$ cat src/rtl/spq_pkg.sv
`default_nettype none

package spq_pkg;

   localparam int DEPTH_DEFAULT      = 16;
   localparam int ID_WIDTH_DEFAULT   = 16;
   localparam int PRIO_WIDTH_DEFAULT = 16;

   localparam int KIND_WIDTH  = 3;
   localparam int FIELD_WIDTH = 16;
   localparam int POS_WIDTH   = 4;
   localparam int SIZE_WIDTH  = 5;
   localparam int PEEK_DEPTH  = 2 ** POS_WIDTH;

   typedef enum logic [KIND_WIDTH-1:0] {
      KIND_INSERT   = 3'd0,
      KIND_POP      = 3'd1,
      KIND_REMOVE   = 3'd2,
      KIND_CHANGE   = 3'd3,
      KIND_CONTAINS = 3'd4,
      KIND_READ     = 3'd5,
      KIND_CLEAR    = 3'd6
   } kind_type;

   typedef enum logic [1:0] {
      STAT_OK        = 2'd0,
      STAT_NOT_FOUND = 2'd1,
      STAT_FULL      = 2'd2,
      STAT_EMPTY     = 2'd3
   } status_type;

   typedef enum logic [1:0] {
      ST_IDLE,
      ST_EXEC,
      ST_REINSERT,
      ST_FINISH
   } state_type;

   typedef enum logic [1:0] {
      CELL_HOLD,
      CELL_INSERT,
      CELL_REMOVE,
      CELL_POP
   } cell_cmd_type;

   typedef struct packed {
      cell_cmd_type cmd;
      logic         match_prio;
   } cell_ctrl_type;

   typedef struct packed {
      logic ge;
      logic seen;
   } link_type;

   typedef struct packed {
      logic [KIND_WIDTH-1:0]  kind;
      logic [FIELD_WIDTH-1:0] element_id;
      logic [FIELD_WIDTH-1:0] priority_req;
      logic [FIELD_WIDTH-1:0] target_priority;
      logic [POS_WIDTH-1:0]   position;
   } req_payload_type;

   typedef struct packed {
      logic [1:0]             status;
      logic                   found;
      logic [SIZE_WIDTH-1:0]  size;
      logic [FIELD_WIDTH-1:0] head_element;
      logic [FIELD_WIDTH-1:0] head_priority;
      logic [FIELD_WIDTH-1:0] read_element;
      logic [FIELD_WIDTH-1:0] read_priority;
   } rsp_payload_type;

endpackage

`default_nettype wire

$ cat src/rtl/spq_chan_if.sv
`default_nettype none

interface spq_chan_if #(
   parameter type payload_type = logic
);
   logic        valid;
   logic        ready;
   payload_type payload;

   modport source (output valid, output payload, input ready);
   modport sink (input valid, input payload, output ready);
endinterface

`default_nettype wire

$ cat src/rtl/sorted_priority_queue_top.sv
// channel   dir  handshake      payload
// req_if    in   valid/ready    kind, element_id, priority_req, target_priority, position
// rsp_if    out  valid/ready    status, found, size, head/read element and priority
//
// one operation in flight; a transfer is taken in idle or finish, worked on in the
// cell row in exec, and its result registered in finish once the output register is
// free; change priority adds a reinsert pass between exec and finish
// the next request is taken in the same cycle the result is loaded into the output
// register; a stalled output holds the queue until it drains
// reset clears the entry count and control state only; cell contents need no reset

`default_nettype none

module sorted_priority_queue_top #(
   parameter int DEPTH      = spq_pkg::DEPTH_DEFAULT,
   parameter int ID_WIDTH   = spq_pkg::ID_WIDTH_DEFAULT,
   parameter int PRIO_WIDTH = spq_pkg::PRIO_WIDTH_DEFAULT
) (
   input wire logic   clock,
   input wire logic   reset,
   spq_chan_if.sink   req_if,
   spq_chan_if.source rsp_if
);

   localparam int CNT_W = $clog2(DEPTH + 1);
   localparam int PEEK  = spq_pkg::PEEK_DEPTH;

   spq_pkg::cell_ctrl_type   cell_ctrl;
   spq_pkg::link_type        link [DEPTH + 1];
   logic [ID_WIDTH-1:0]      cell_id [DEPTH];
   logic [PRIO_WIDTH-1:0]    cell_prio [DEPTH];
   logic [ID_WIDTH-1:0]      peek_id [PEEK];
   logic [PRIO_WIDTH-1:0]    peek_prio [PEEK];
   logic [ID_WIDTH-1:0]      key_id;
   logic [PRIO_WIDTH-1:0]    key_prio;
   logic [CNT_W-1:0]         count;
   spq_pkg::req_payload_type req_payload;
   spq_pkg::rsp_payload_type rsp_payload;
   logic                     req_ready;
   logic                     rsp_valid;

   assign req_payload   = req_if.payload;
   assign req_if.ready  = req_ready;
   assign rsp_if.valid  = rsp_valid;
   assign rsp_if.payload = rsp_payload;

   assign link[0].ge   = 1'b1;
   assign link[0].seen = 1'b0;

   for (genvar i = 0; i < DEPTH; i++) begin : g_cell
      logic [ID_WIDTH-1:0]   left_id;
      logic [PRIO_WIDTH-1:0] left_prio;
      logic [ID_WIDTH-1:0]   right_id;
      logic [PRIO_WIDTH-1:0] right_prio;

      if (i == 0) begin : g_first
         assign left_id   = key_id;
         assign left_prio = key_prio;
      end else begin : g_mid
         assign left_id   = cell_id[i-1];
         assign left_prio = cell_prio[i-1];
      end

      if (i == DEPTH - 1) begin : g_last
         assign right_id   = cell_id[i];
         assign right_prio = cell_prio[i];
      end else begin : g_inner
         assign right_id   = cell_id[i+1];
         assign right_prio = cell_prio[i+1];
      end

      spq_cell #(
         .ID_WIDTH   (ID_WIDTH),
         .PRIO_WIDTH (PRIO_WIDTH)
      ) u_cell (
         .clock      (clock),
         .occ        (CNT_W'(i) < count),
         .ctrl       (cell_ctrl),
         .key_id     (key_id),
         .key_prio   (key_prio),
         .left_id    (left_id),
         .left_prio  (left_prio),
         .right_id   (right_id),
         .right_prio (right_prio),
         .link_in    (link[i]),
         .link_out   (link[i+1]),
         .id_out     (cell_id[i]),
         .prio_out   (cell_prio[i])
      );
   end

   for (genvar k = 0; k < PEEK; k++) begin : g_peek
      if (k < DEPTH) begin : g_used
         assign peek_id[k]   = cell_id[k];
         assign peek_prio[k] = cell_prio[k];
      end else begin : g_unused
         assign peek_id[k]   = '0;
         assign peek_prio[k] = '0;
      end
   end

   spq_ctrl #(
      .DEPTH      (DEPTH),
      .ID_WIDTH   (ID_WIDTH),
      .PRIO_WIDTH (PRIO_WIDTH)
   ) u_ctrl (
      .clock       (clock),
      .reset       (reset),
      .req_valid   (req_if.valid),
      .req_payload (req_payload),
      .req_ready   (req_ready),
      .rsp_valid   (rsp_valid),
      .rsp_payload (rsp_payload),
      .rsp_ready   (rsp_if.ready),
      .seen_last   (link[DEPTH].seen),
      .head_id     (cell_id[0]),
      .head_prio   (cell_prio[0]),
      .peek_id     (peek_id),
      .peek_prio   (peek_prio),
      .cell_ctrl   (cell_ctrl),
      .key_id      (key_id),
      .key_prio    (key_prio),
      .count       (count)
   );

endmodule

`default_nettype wire

$ cat src/rtl/spq_cell.sv
`default_nettype none

module spq_cell #(
   parameter int ID_WIDTH   = spq_pkg::ID_WIDTH_DEFAULT,
   parameter int PRIO_WIDTH = spq_pkg::PRIO_WIDTH_DEFAULT
) (
   input  wire logic                  clock,
   input  wire logic                  occ,
   input  wire spq_pkg::cell_ctrl_type ctrl,
   input  wire logic [ID_WIDTH-1:0]   key_id,
   input  wire logic [PRIO_WIDTH-1:0] key_prio,
   input  wire logic [ID_WIDTH-1:0]   left_id,
   input  wire logic [PRIO_WIDTH-1:0] left_prio,
   input  wire logic [ID_WIDTH-1:0]   right_id,
   input  wire logic [PRIO_WIDTH-1:0] right_prio,
   input  wire spq_pkg::link_type     link_in,
   output spq_pkg::link_type          link_out,
   output logic      [ID_WIDTH-1:0]   id_out,
   output logic      [PRIO_WIDTH-1:0] prio_out
);

   logic [ID_WIDTH-1:0]   id_ff, id_in;
   logic [PRIO_WIDTH-1:0] prio_ff, prio_in;
   logic                  ge_self;
   logic                  match_self;

   assign ge_self    = occ && (prio_ff >= key_prio);
   assign match_self = occ && (id_ff == key_id) && (!ctrl.match_prio || (prio_ff == key_prio));

   assign link_out.ge   = ge_self;
   assign link_out.seen = link_in.seen | match_self;

   always_comb begin
      id_in   = id_ff;
      prio_in = prio_ff;
      case (ctrl.cmd)
         spq_pkg::CELL_INSERT: begin
            if (!ge_self) begin
               if (link_in.ge) begin
                  id_in   = key_id;
                  prio_in = key_prio;
               end else begin
                  id_in   = left_id;
                  prio_in = left_prio;
               end
            end
         end
         spq_pkg::CELL_REMOVE: begin
            if (link_out.seen) begin
               id_in   = right_id;
               prio_in = right_prio;
            end
         end
         spq_pkg::CELL_POP: begin
            id_in   = right_id;
            prio_in = right_prio;
         end
         default: begin
            id_in   = id_ff;
            prio_in = prio_ff;
         end
      endcase
   end

   always_ff @(posedge clock) begin
      id_ff   <= id_in;
      prio_ff <= prio_in;
   end

   assign id_out   = id_ff;
   assign prio_out = prio_ff;

endmodule

`default_nettype wire

$ cat src/rtl/spq_ctrl.sv
`default_nettype none

module spq_ctrl #(
   parameter int DEPTH      = spq_pkg::DEPTH_DEFAULT,
   parameter int ID_WIDTH   = spq_pkg::ID_WIDTH_DEFAULT,
   parameter int PRIO_WIDTH = spq_pkg::PRIO_WIDTH_DEFAULT,
   localparam int CNT_W     = $clog2(DEPTH + 1)
) (
   input  wire logic                     clock,
   input  wire logic                     reset,
   input  wire logic                     req_valid,
   input  wire spq_pkg::req_payload_type req_payload,
   output logic                          req_ready,
   output logic                          rsp_valid,
   output spq_pkg::rsp_payload_type      rsp_payload,
   input  wire logic                     rsp_ready,
   input  wire logic                     seen_last,
   input  wire logic [ID_WIDTH-1:0]      head_id,
   input  wire logic [PRIO_WIDTH-1:0]    head_prio,
   input  wire logic [ID_WIDTH-1:0]      peek_id [spq_pkg::PEEK_DEPTH],
   input  wire logic [PRIO_WIDTH-1:0]    peek_prio [spq_pkg::PEEK_DEPTH],
   output spq_pkg::cell_ctrl_type        cell_ctrl,
   output logic      [ID_WIDTH-1:0]      key_id,
   output logic      [PRIO_WIDTH-1:0]    key_prio,
   output logic      [CNT_W-1:0]         count
);

   localparam int FW    = spq_pkg::FIELD_WIDTH;
   localparam int SW    = spq_pkg::SIZE_WIDTH;
   localparam int PW    = spq_pkg::POS_WIDTH;
   localparam int CMP_W = (CNT_W > PW) ? CNT_W : PW;

   spq_pkg::state_type       state_ff, state_in;
   logic [CNT_W-1:0]         count_ff, count_in;
   spq_pkg::req_payload_type op_ff, op_in;
   spq_pkg::status_type      status_ff, status_in;
   logic                     found_ff, found_in;
   logic                     rsp_valid_ff, rsp_valid_in;
   spq_pkg::rsp_payload_type rsp_ff, rsp_in;
   logic                     out_free;
   logic                     empty;
   logic                     read_ok;

   assign out_free = !rsp_valid_ff || rsp_ready;
   assign empty    = (count_ff == '0);
   assign read_ok  = (op_ff.kind == spq_pkg::KIND_READ) && (status_ff == spq_pkg::STAT_OK);

   assign key_id   = ID_WIDTH'(op_ff.element_id);
   assign key_prio = (state_ff == spq_pkg::ST_REINSERT) ? PRIO_WIDTH'(op_ff.target_priority)
                                                        : PRIO_WIDTH'(op_ff.priority_req);

   always_comb begin
      state_in             = state_ff;
      count_in             = count_ff;
      op_in                = op_ff;
      status_in            = status_ff;
      found_in             = found_ff;
      rsp_valid_in         = rsp_valid_ff && !rsp_ready;
      rsp_in               = rsp_ff;
      req_ready            = 1'b0;
      cell_ctrl.cmd        = spq_pkg::CELL_HOLD;
      cell_ctrl.match_prio = 1'b0;
      case (state_ff)
         spq_pkg::ST_IDLE: begin
            req_ready = 1'b1;
            if (req_valid) begin
               op_in    = req_payload;
               state_in = spq_pkg::ST_EXEC;
            end
         end
         spq_pkg::ST_EXEC: begin
            status_in = spq_pkg::STAT_OK;
            found_in  = 1'b0;
            state_in  = spq_pkg::ST_FINISH;
            case (op_ff.kind)
               spq_pkg::KIND_INSERT: begin
                  if (count_ff == CNT_W'(DEPTH)) begin
                     status_in = spq_pkg::STAT_FULL;
                  end else begin
                     cell_ctrl.cmd = spq_pkg::CELL_INSERT;
                     count_in      = count_ff + 1'b1;
                  end
               end
               spq_pkg::KIND_POP: begin
                  if (empty) begin
                     status_in = spq_pkg::STAT_EMPTY;
                  end else begin
                     cell_ctrl.cmd = spq_pkg::CELL_POP;
                     count_in      = count_ff - 1'b1;
                  end
               end
               spq_pkg::KIND_REMOVE: begin
                  if (empty) begin
                     status_in = spq_pkg::STAT_EMPTY;
                  end else begin
                     cell_ctrl.cmd = spq_pkg::CELL_REMOVE;
                     if (seen_last) begin
                        count_in = count_ff - 1'b1;
                     end else begin
                        status_in = spq_pkg::STAT_NOT_FOUND;
                     end
                  end
               end
               spq_pkg::KIND_CHANGE: begin
                  if (empty) begin
                     status_in = spq_pkg::STAT_EMPTY;
                  end else begin
                     cell_ctrl.cmd        = spq_pkg::CELL_REMOVE;
                     cell_ctrl.match_prio = 1'b1;
                     if (seen_last) begin
                        count_in = count_ff - 1'b1;
                        state_in = spq_pkg::ST_REINSERT;
                     end else begin
                        status_in = spq_pkg::STAT_NOT_FOUND;
                     end
                  end
               end
               spq_pkg::KIND_CONTAINS: begin
                  found_in = seen_last;
               end
               spq_pkg::KIND_READ: begin
                  if (empty) begin
                     status_in = spq_pkg::STAT_EMPTY;
                  end else if (CMP_W'(op_ff.position) >= CMP_W'(count_ff)) begin
                     status_in = spq_pkg::STAT_NOT_FOUND;
                  end
               end
               spq_pkg::KIND_CLEAR: begin
                  count_in = '0;
               end
               default: begin
                  status_in = spq_pkg::STAT_OK;
               end
            endcase
         end
         spq_pkg::ST_REINSERT: begin
            cell_ctrl.cmd = spq_pkg::CELL_INSERT;
            count_in      = count_ff + 1'b1;
            state_in      = spq_pkg::ST_FINISH;
         end
         spq_pkg::ST_FINISH: begin
            if (out_free) begin
               rsp_valid_in         = 1'b1;
               rsp_in.status        = status_ff;
               rsp_in.found         = found_ff;
               rsp_in.size          = SW'(count_ff);
               rsp_in.head_element  = empty ? '0 : FW'(head_id);
               rsp_in.head_priority = empty ? '0 : FW'(head_prio);
               rsp_in.read_element  = read_ok ? FW'(peek_id[op_ff.position]) : '0;
               rsp_in.read_priority = read_ok ? FW'(peek_prio[op_ff.position]) : '0;
               req_ready            = 1'b1;
               if (req_valid) begin
                  op_in    = req_payload;
                  state_in = spq_pkg::ST_EXEC;
               end else begin
                  state_in = spq_pkg::ST_IDLE;
               end
            end
         end
         default: begin
            state_in = spq_pkg::ST_IDLE;
         end
      endcase
   end

   always_ff @(posedge clock) begin
      if (reset) begin
         state_ff     <= spq_pkg::ST_IDLE;
         count_ff     <= '0;
         rsp_valid_ff <= 1'b0;
      end else begin
         state_ff     <= state_in;
         count_ff     <= count_in;
         rsp_valid_ff <= rsp_valid_in;
      end
   end

   always_ff @(posedge clock) begin
      op_ff     <= op_in;
      status_ff <= status_in;
      found_ff  <= found_in;
      rsp_ff    <= rsp_in;
   end

   assign rsp_valid   = rsp_valid_ff;
   assign rsp_payload = rsp_ff;
   assign count       = count_ff;

endmodule

`default_nettype wire
$ cat src/flat_wrapper.sv
// flat-port wrapper written by rule: the top's interface ports become plain ports
module sorted_priority_queue_top_flat 
#(
   parameter int DEPTH      = spq_pkg::DEPTH_DEFAULT,
   parameter int ID_WIDTH   = spq_pkg::ID_WIDTH_DEFAULT,
   parameter int PRIO_WIDTH = spq_pkg::PRIO_WIDTH_DEFAULT
)
  (clock, reset, req_if_valid, req_if_payload, req_if_ready, rsp_if_valid, rsp_if_payload, rsp_if_ready);
  spq_chan_if req_if_i ();
  spq_chan_if rsp_if_i ();
  input wire logic clock;
  input wire logic reset;
  input wire logic [$bits(req_if_i.valid)-1:0] req_if_valid;
  input wire logic [$bits(req_if_i.payload)-1:0] req_if_payload;
  output wire logic [$bits(req_if_i.ready)-1:0] req_if_ready;
  output wire logic [$bits(rsp_if_i.valid)-1:0] rsp_if_valid;
  output wire logic [$bits(rsp_if_i.payload)-1:0] rsp_if_payload;
  input wire logic [$bits(rsp_if_i.ready)-1:0] rsp_if_ready;
  assign req_if_i.valid = req_if_valid;
  assign req_if_i.payload = req_if_payload;
  assign req_if_ready = req_if_i.ready;
  assign rsp_if_valid = rsp_if_i.valid;
  assign rsp_if_payload = rsp_if_i.payload;
  assign rsp_if_i.ready = rsp_if_ready;
  sorted_priority_queue_top #(.DEPTH(DEPTH), .ID_WIDTH(ID_WIDTH), .PRIO_WIDTH(PRIO_WIDTH)) u_core (.clock(clock), .reset(reset), .req_if(req_if_i), .rsp_if(rsp_if_i));
endmodule
$ cat config.mk
export PLATFORM = sky130hd
export DESIGN_NAME = sorted_priority_queue_top_flat
export DESIGN_NICKNAME = d
export VERILOG_FILES = /design/src/rtl/spq_pkg.sv /design/src/rtl/spq_chan_if.sv /design/src/rtl/sorted_priority_queue_top.sv /design/src/rtl/spq_cell.sv /design/src/rtl/spq_ctrl.sv /design/src/flat_wrapper.sv
export SDC_FILE = /design/constraint.sdc
export NUM_CORES = 1
export LEC_CHECK = 0
export ABC_AREA = 1
export BUFFER_PORTS_ARGS = -buffer_cell sky130_fd_sc_hd__buf_4
export CAP_MARGIN = 20
export CORE_AREA = 3 3 40 42
export DETAILED_ROUTE_END_ITERATION = 16
export DIE_AREA = 0 0 43 45
export PLACE_DENSITY_LB_ADDON = 0.05
export SKIP_LAST_GASP = 1
export SLEW_MARGIN = 20
export SYNTH_ARGS = -nofsm -noshare
export SYNTH_HDL_FRONTEND = slang
export SYNTH_SLANG_ARGS = --single-unit
$ cat constraint.sdc
create_clock -name clock -period 2.2 [get_ports clock]
set_clock_uncertainty 0.2 [all_clocks]
set_input_delay 0.11 -clock clock [delete_from_list [all_inputs] [get_ports clock]]
set_output_delay 0.11 -clock clock [all_outputs]
set_load 0.05 [all_outputs]
==> out/metrics.cfg, run 1 <==
[routing]
viasPerCell=3.62
vias=210
drtIter0Drc=2
drc=0
antenna_left=0
wirelength_um=422
wl_per_cell_um=7.28
dr.pass1.iters=2

[timing]
setup_viol=0
hold_viol=0
maxSlewViolCount=0
hold_slack_ns=0.0570
rsz0062_at_grt=no
period_needed_ns=1.61
fin_tns_setup_ns=0
finalCritPeriodShare_pct=73.1
setup_ws_ns=0.591
max_freq_ghz=0.622

[layout]
fillers=141
antenna-diode-count=0
synthToLayoutAreaGrowth_pct=40.6
layout-drive-gt1-share_pct=27.9
nNetsFinal=53

[worst_setup_path]
crit_chain=inv_1 > ha_1 > nor2_1 > buf_4
critPathBufInv=2
worst-setup-path-type=flip-flop to output pin
arrival_ns=1.30
worstPathRequired_ns=1.89
crit_slowest_cell=dfxtp_1
critPathTopFamily=flip-flops
cp_max_fo=3
endpoint_kind=output pin
cp-start-kind=flip-flop
critPathMaxStageDelay_ns=0.36

[logic_synthesis]
ys_warn_count=0
avgSynthCellArea_sq_um=7.09
synth_compound_area_share_pct=6.42
synth-xor-area-share_pct=0
synth_area_sq_um=234
synth.top_cells.by_area=dfxtp_1 (26%), ha_1 (21%), inv_1 (11%)
synth_fp_nets=42
netlist-cell-type-count=13
yosys_register_bits=3
muxShareOfSynthArea_pct=0
ys_seq_area_share_pct=25.7
synth_top_cell_by_area=dfxtp_1
synthAdderAreaFrac_pct=21.4
synth_top_family_by_area=simple AND/OR/NAND/NOR gates
synthSimpleGateAreaFrac_pct=30.5
syn-instance-count=33
synth_top_area_share_pct=25.7

[floorplan]
die_x_um=43
rows=13
start_util_pct=18.2
die_h_um=45
ios=8
coreArea_sq_um=1280
die_area_sq_um=1940

[clock_tree]
insertion_delay_ns=0.23
cts_made_buffers=3
post_cts_buffers=0
clock_sinks=3
cts_tree=done
cts-root-buf=clkbuf_4
cts.clk_slew.worst_paths_ns=0.04
post_cts_resized=0
cts_buffer_depth=2
htreeDepth=1

[grt]
grtUsageTotal_pct=5.25
grt_pass1_wl_um=703
antenna_found_initial=0
grt_overflow=0
grt_max_degree=5
grt_pass1_vias=192

[placement]
dpl.hpwl_um=355
gp_congestion=0.684
pre_cts_slack_ns=0.766
portBuffers=5

[job]
cap_viol_max_count=0

[power]
ir_worst_vdd_uv=354
p_leak_nw=0.174
powerDensity_nw_per_um2=1380

[run_status]
status=complete, no violations

[worst_hold_path]
hold_path_class=input port to flip-flop

[metrics by stage]
| stage | total power (W) | util (%) | cell area [sq um] | instances |
|---|---|---|---|---|
| finish | 0.000454 | 25.6 | 329 | 58 |
| global route | 0.000502 | 25.6 | 329 | 58 |
| floorplan | 0.000296 | - | 234 | 33 |
| CTS | 0.000466 | 25.6 | 329 | 58 |
| detailed placement | 0.000358 | 22.0 | 283 | 52 |
| global placement | 0.000363 | 22.0 | 283 | 52 |
[cell usage after synthesis, drive strengths merged]
master,instances
conb,1
nand3b,1
nor2,4
ha,4
dfxtp,3
buf,1
nand3,2
inv,7
nand2,7
a21oi,3
[worst reg2reg max path, cell delays in order, from the launching register on]
cell	delay [ns]
dfxtp_1	0.37
ha_1	0.20
inv_1	0.05
a21oi_1	0.12
dlygate4sd3_1	0.55
[routing by layer]
metal	share of wire (%)	up-vias	routed length, um	GRT usage [%]
li1	-	115	-	-
met1	44	90	185	5.30
met2	47	5	197	7.19
met3	9.2	0	39	3.19
met4	0	0	0	5.42
met5	0	-	0	0
[kinds of logic (layout without fill, tap and decap cells)]
group,count (synthesis),after routing
buffers and inverters,8,18
AND/OR/NAND/NOR,14,14
other,1,1
AO/OA/AOI/OAI,3,3
adder cells (fa/ha/maj),4,4
flip-flops,3,3
[worst paths after layout]
check | startpoint | endpoint | slack (ns) | depth (start not counted)
min reg2reg | u_core.u_ctrl.state_ff[1]$_SDFFE_PP0P_ | u_core.u_ctrl.state_ff[1]$_SDFFE_PP0P_ | 0.36 | 2
max reg2reg | u_core.u_ctrl.state_ff[1]$_SDFFE_PP0P_ | u_core.u_ctrl.rsp_valid$_SDFF_PP0_ | 0.65 | 4
max | u_core.u_ctrl.state_ff[0]$_SDFFE_PP0P_ | req_if_ready | 0.59 | 4
min | req_if_valid | u_core.u_ctrl.state_ff[0]$_SDFFE_PP0P_ | 0.06 | 5
[power by group]
group | internal [W] | total (W) | switching (W)
registers | 0.0000751 | 0.0000935 | 0.0000184
clock network | 0.0000679 | 0.0000950 | 0.0000271
logic | 0.0000963 | 0.000265 | 0.000169
total | 0.000239 | 0.000454 | 0.000215
[state kept, by name, indices dropped and copies added (netlist names)]
register / cells
u_core.u_ctrl.rsp_valid: 1
u_core.u_ctrl.state_ff: 2
[timing repair]
item	4_1_cts	5_1_grt
setup endpoints to repair	0	0
hold endpoints to repair	3	0
hold buffers	2	0
[cell usage in the layout, fill, tap and decap left out, drive strengths merged]
cell type    synthesis  routed
nor2                 4       4
nand2                7       7
dfxtp                3       3
nand3b               1       1
ha                   4       4
dlygate4sd3          0       2
clkbuf               0       4
buf                  1       5
a21oi                3       3
nand3                2       2
conb                 1       1
inv                  7       7
[area by class of cell]
| class | count | area, sq um | area share, % |
|---|---|---|---|
| multi-input cells | 22 | 140 | 42.6 |
| inverters | 7 | 26.3 | 7.98 |
| flip-flops and latches | 3 | 60.1 | 18.3 |
| clock buffers | 4 | 26.3 | 7.98 |
| repair buffers | 7 | 57.6 | 17.5 |
| well taps | 15 | 18.8 | 5.70 |
Note: power is estimated with default switching activity, not from simulation.
==> run 2: changes to the inputs <==
--- a/config.mk
+++ b/config.mk
@@ -5,7 +5,7 @@
 export SDC_FILE = /design/constraint.sdc
 export NUM_CORES = 1
 export LEC_CHECK = 0
-export ABC_AREA = 1
+export ABC_AREA = 0
 export BUFFER_PORTS_ARGS = -buffer_cell sky130_fd_sc_hd__buf_4
 export CAP_MARGIN = 20
 export CORE_AREA = 3 3 40 42
==> constraint.sdc (replaced) <==
create_clock -name clock -period 1.43 [get_ports clock]
set_clock_uncertainty 0.2 [all_clocks]
set_input_delay 0.0715 -clock clock [delete_from_list [all_inputs] [get_ports clock]]
set_output_delay 0.0715 -clock clock [all_outputs]
set_load 0.05 [all_outputs]
==> run 2 against run 1 <==
Compared with the run above:
- the run now ends with setup timing left
- global-route usage up 1.3 points
- via count is 9.5% higher
- core utilization grew 7.7 points
- count of clock-buffer cells in the layout is the same
- design area rose by 30%
- synthesized cell count is 24% lower
- area after synthesis decreased by 6.4%
- hold slack better by 0.043 ns
- power up 140%
- largest power group unchanged
==> out/metrics.cfg, run 2 <==
[floorplan]
start_util_pct=17.0  ; was 18.2%
rows=13  ; unchanged
die_x_um=43  ; unchanged
die_h_um=45  ; unchanged
ios=8  ; unchanged
coreArea_sq_um=1280  ; unchanged
die_area_sq_um=1940  ; unchanged

[logic_synthesis]
synth_top_family_by_area=compound AO/OA/AOI/OAI gates  ; was simple AND/OR/NAND/NOR gates
synth-xor-area-share_pct=0  ; unchanged
synth_common_cells=ha_1 (4), dfxtp_1 (3), inv_1 (3), nor2_1 (3)  ; was inv_1 (7), nand2_1 (5), ha_1 (4)
yosys_register_bits=3  ; unchanged
synthAdderAreaFrac_pct=22.9  ; was 21.4%
synth_top_area_share_pct=27.4  ; was 25.7%
syn-instance-count=25  ; was 33
synth.top_cells.by_area=dfxtp_1 (27%), ha_1 (23%), a2111o_1 (10%)  ; was dfxtp_1 (26%), ha_1 (21%), inv_1 (11%)
synth_area_sq_um=219  ; was 234 sq um
ys_seq_area_share_pct=27.4  ; was 25.7%
synth_compound_area_share_pct=25.1  ; was 6.42%
ys_warn_count=0  ; unchanged
avgSynthCellArea_sq_um=8.76  ; was 7.09 sq um
muxShareOfSynthArea_pct=0  ; unchanged
synth_most_common_cell=ha_1  ; was inv_1
synth_top_cell_by_area=dfxtp_1  ; unchanged
netlist-cell-type-count=12  ; was 13
synthFlopType=dfxtp_1  ; unchanged
synthArstFlopShare_pct=0  ; unchanged
synth-edff-count=0  ; unchanged
synth_fp_nets=34  ; was 42
synthSimpleGateAreaFrac_pct=14.3  ; was 30.5%

[layout]
nNetsFinal=50  ; was 53
final_common_cell=buf_4  ; was inv_1
layout-drive-gt1-share_pct=62.5  ; was 27.9%
antenna-diode-count=0  ; unchanged
synthToLayoutAreaGrowth_pct=95.4  ; was 40.6%
final_cell_mix=buf_4 (7), clkbuf_4 (3), buf_6 (3), dfxtp_2 (3)  ; was inv_1 (7), nand2_1 (5), buf_4 (5), ha_1 (4)
regMostFlops=u_core.u_ctrl.state_ff  ; unchanged
instances_no_fill=55  ; was 58
largest_reg_flops=2  ; unchanged

[power]
switching_share_pct=42.2  ; was 47.3%
p_int_w=0.000618  ; was 0.000239 W
power.switching_w=0.000451  ; was 0.000215 W
clkPwrFrac_pct=13.8  ; was 20.9%
finalPower_w=0.00107  ; was 0.000454 W
ir_worst_vdd_uv=842  ; was 354 uV
seq_power_share_pct=14.0  ; was 20.6%
p_comb_share_pct=72.2  ; was 58.5%
p_leak_nw=0.181  ; was 0.174 nW
powerDensity_nw_per_um2=2500  ; was 1380 nW/um^2

[grt]
grt_max_degree=6  ; was 5
antenna_found_initial=0  ; unchanged
grt_overflow=0  ; unchanged
grt_pass1_wl_um=855  ; was 703 um
grtUsageTotal_pct=6.56  ; was 5.25%
grt_pass1_vias=222  ; was 192

[timing]
rsz0062_at_grt=yes  ; was no
finalCritPeriodShare_pct=103
hold_viol=0  ; unchanged
period_needed_ns=1.48
setup_viol=2  ; was 0
hold_slack_ns=0.0996  ; was 0.0570 ns
max_freq_ghz=0.676
setup_ws_ns=-0.0494  ; was 0.591 ns
maxSlewViolCount=0  ; unchanged

[worst_setup_path]
reg2reg_depth=6  ; was 4
reg2reg_from=u_core.u_ctrl.state_ff[0]$_SDFFE_PP0P_  ; was u_core.u_ctrl.state_ff[1]$_SDFFE_PP0P_
worst-setup-path-type=flip-flop to output pin  ; unchanged
regToRegEndpoint=u_core.u_ctrl.state_ff[0]$_SDFFE_PP0P_  ; was u_core.u_ctrl.rsp_valid$_SDFF_PP0_
cp_max_fo=3  ; unchanged
cp-start-kind=flip-flop  ; unchanged
endpoint_kind=output pin  ; unchanged
worstPathRequired_ns=1.16  ; was 1.89 ns
arrival_ns=1.21  ; was 1.30 ns
ff2ff_setup_slack_ns=0  ; was 0.65 ns

[routing]
wirelength_um=499  ; was 422 um
drc=0  ; unchanged
wl_per_cell_um=9.07  ; was 7.28 um
vias=230  ; was 210
drtIter0Drc=4  ; was 2
viasPerCell=4.18  ; was 3.62
antenna_left=0  ; unchanged
dr.pass1.iters=2  ; unchanged

[clock_tree]
cts_buffer_depth=2  ; unchanged
htreeDepth=1  ; unchanged
cts-root-buf=clkbuf_4  ; unchanged
clock_sinks=3  ; unchanged
insertion_delay_ns=0.23  ; about the same
cts_tree=done  ; unchanged
cts_made_buffers=3  ; unchanged
cts.clk_slew.worst_paths_ns=0.03  ; was 0.04 ns

[placement]
dpl.hpwl_um=378  ; was 355 um
gp_congestion=0.624  ; was 0.684
dp_cells=48  ; was 52
portBuffers=5  ; unchanged

[job]
cap_viol_max_count=0  ; unchanged

[run_status]
status=finished with violations  ; was complete, no violations
violations=setup timing

[worst_hold_path]
whs_endpoint=u_core.u_ctrl.state_ff[0]$_SDFFE_PP0P_  ; unchanged
hold_path_class=input port to flip-flop  ; unchanged
min_from=req_if_valid  ; unchanged
worstHoldPathCells=4  ; was 5

[run 2: worst max path at each step]
stage                                      startpoint                                      to  slack, ns  cells past startpoint
2_1_floorplan  u_core.u_ctrl.state_ff[1]$_SDFFE_PP0P_  u_core.u_ctrl.state_ff[0]$_SDFFE_PP0P_       0.01                      5
6_report       u_core.u_ctrl.state_ff[1]$_SDFFE_PP0P_                            req_if_ready      -0.05                      5
3_5_place_dp   u_core.u_ctrl.state_ff[1]$_SDFFE_PP0P_  u_core.u_ctrl.state_ff[0]$_SDFFE_PP0P_      -0.04                      5
5_1_grt        u_core.u_ctrl.state_ff[1]$_SDFFE_PP0P_                            req_if_ready      -0.11                      5
3_3_place_gp   u_core.u_ctrl.state_ff[1]$_SDFFE_PP0P_  u_core.u_ctrl.state_ff[0]$_SDFFE_PP0P_      -0.05                      5
4_1_cts        u_core.u_ctrl.state_ff[1]$_SDFFE_PP0P_                            req_if_ready      -0.06                      5
[run 2: power groups by stage]
stage	logic (W)	registers (W)	clock network [W]
floorplan	0.000355	0.000155	0
global placement	0.000574	0.000143	0
detailed placement	0.000568	0.000142	0
CTS	0.000769	0.000150	0.000157
global route	0.000830	0.000153	0.000171
finish	0.000772	0.000149	0.000148
[run 2: cell type report]
class / instances / area (sq um)
tap: 15 / 18.8
sequential: 3 / 63.8
fill: 137 / 857
timing repair buffer: 12 / 106
multi-input combinational: 18 / 201
clock buffer: 4 / 26.3
inverter: 3 / 11.3
[run 2: cell families (layout without fill, tap and decap cells)]
family                     after synthesis  in the layout
AOI/OAI and AO/OA                        7              7
and+or+nand+nor                          6              6
adders and majority gates                4              4
buffers and inverters                    4             19
DFF                                      3              3
other                                    1              1
[run 2: metrics by stage]
| step | setup TNS [ns] | util [%] | setup slack (ns) | cell area, sq um |
|---|---|---|---|---|
| after floorplan | 0 | - | 0.0139 | 236 |
| after global placement | -0.0836 | 24.5 | -0.0461 | 315 |
| after detailed placement | -0.0563 | 24.5 | -0.0428 | 315 |
| after CTS | -0.0645 | 32.9 | -0.0597 | 423 |
| after global routing | -0.236 | 33.3 | -0.115 | 428 |
| final | -0.0514 | 33.3 | -0.0494 | 428 |
[run 2: worst max-delay path, stage by stage, from the launching register on]
cell and delay, ns:
dfxtp_2 0.34, inv_2 0.05, ha_4 0.24, buf_6 0.11
nor2_4 0.07, buf_6 0.16
[run 2: what timing repair did]
action / in CTS / in global routing
pin swaps: 5 / 0
hold buffers: 2 / 0
cloned: 0 / 0
resized for setup: 13 / 1
buffers inserted: 1 / 0
hold endpoints to repair: 3 / 0
setup endpoints to repair: 3 / 3
[run 2: routing by layer]
metal	global-route usage [%]	vias to the layer above	share of wire [%]
met1	5.73	108	36
met2	9.88	8	55
met5	0	-	0
li1	-	114	-
met4	3.61	0	0
met3	6.37	0	9.6
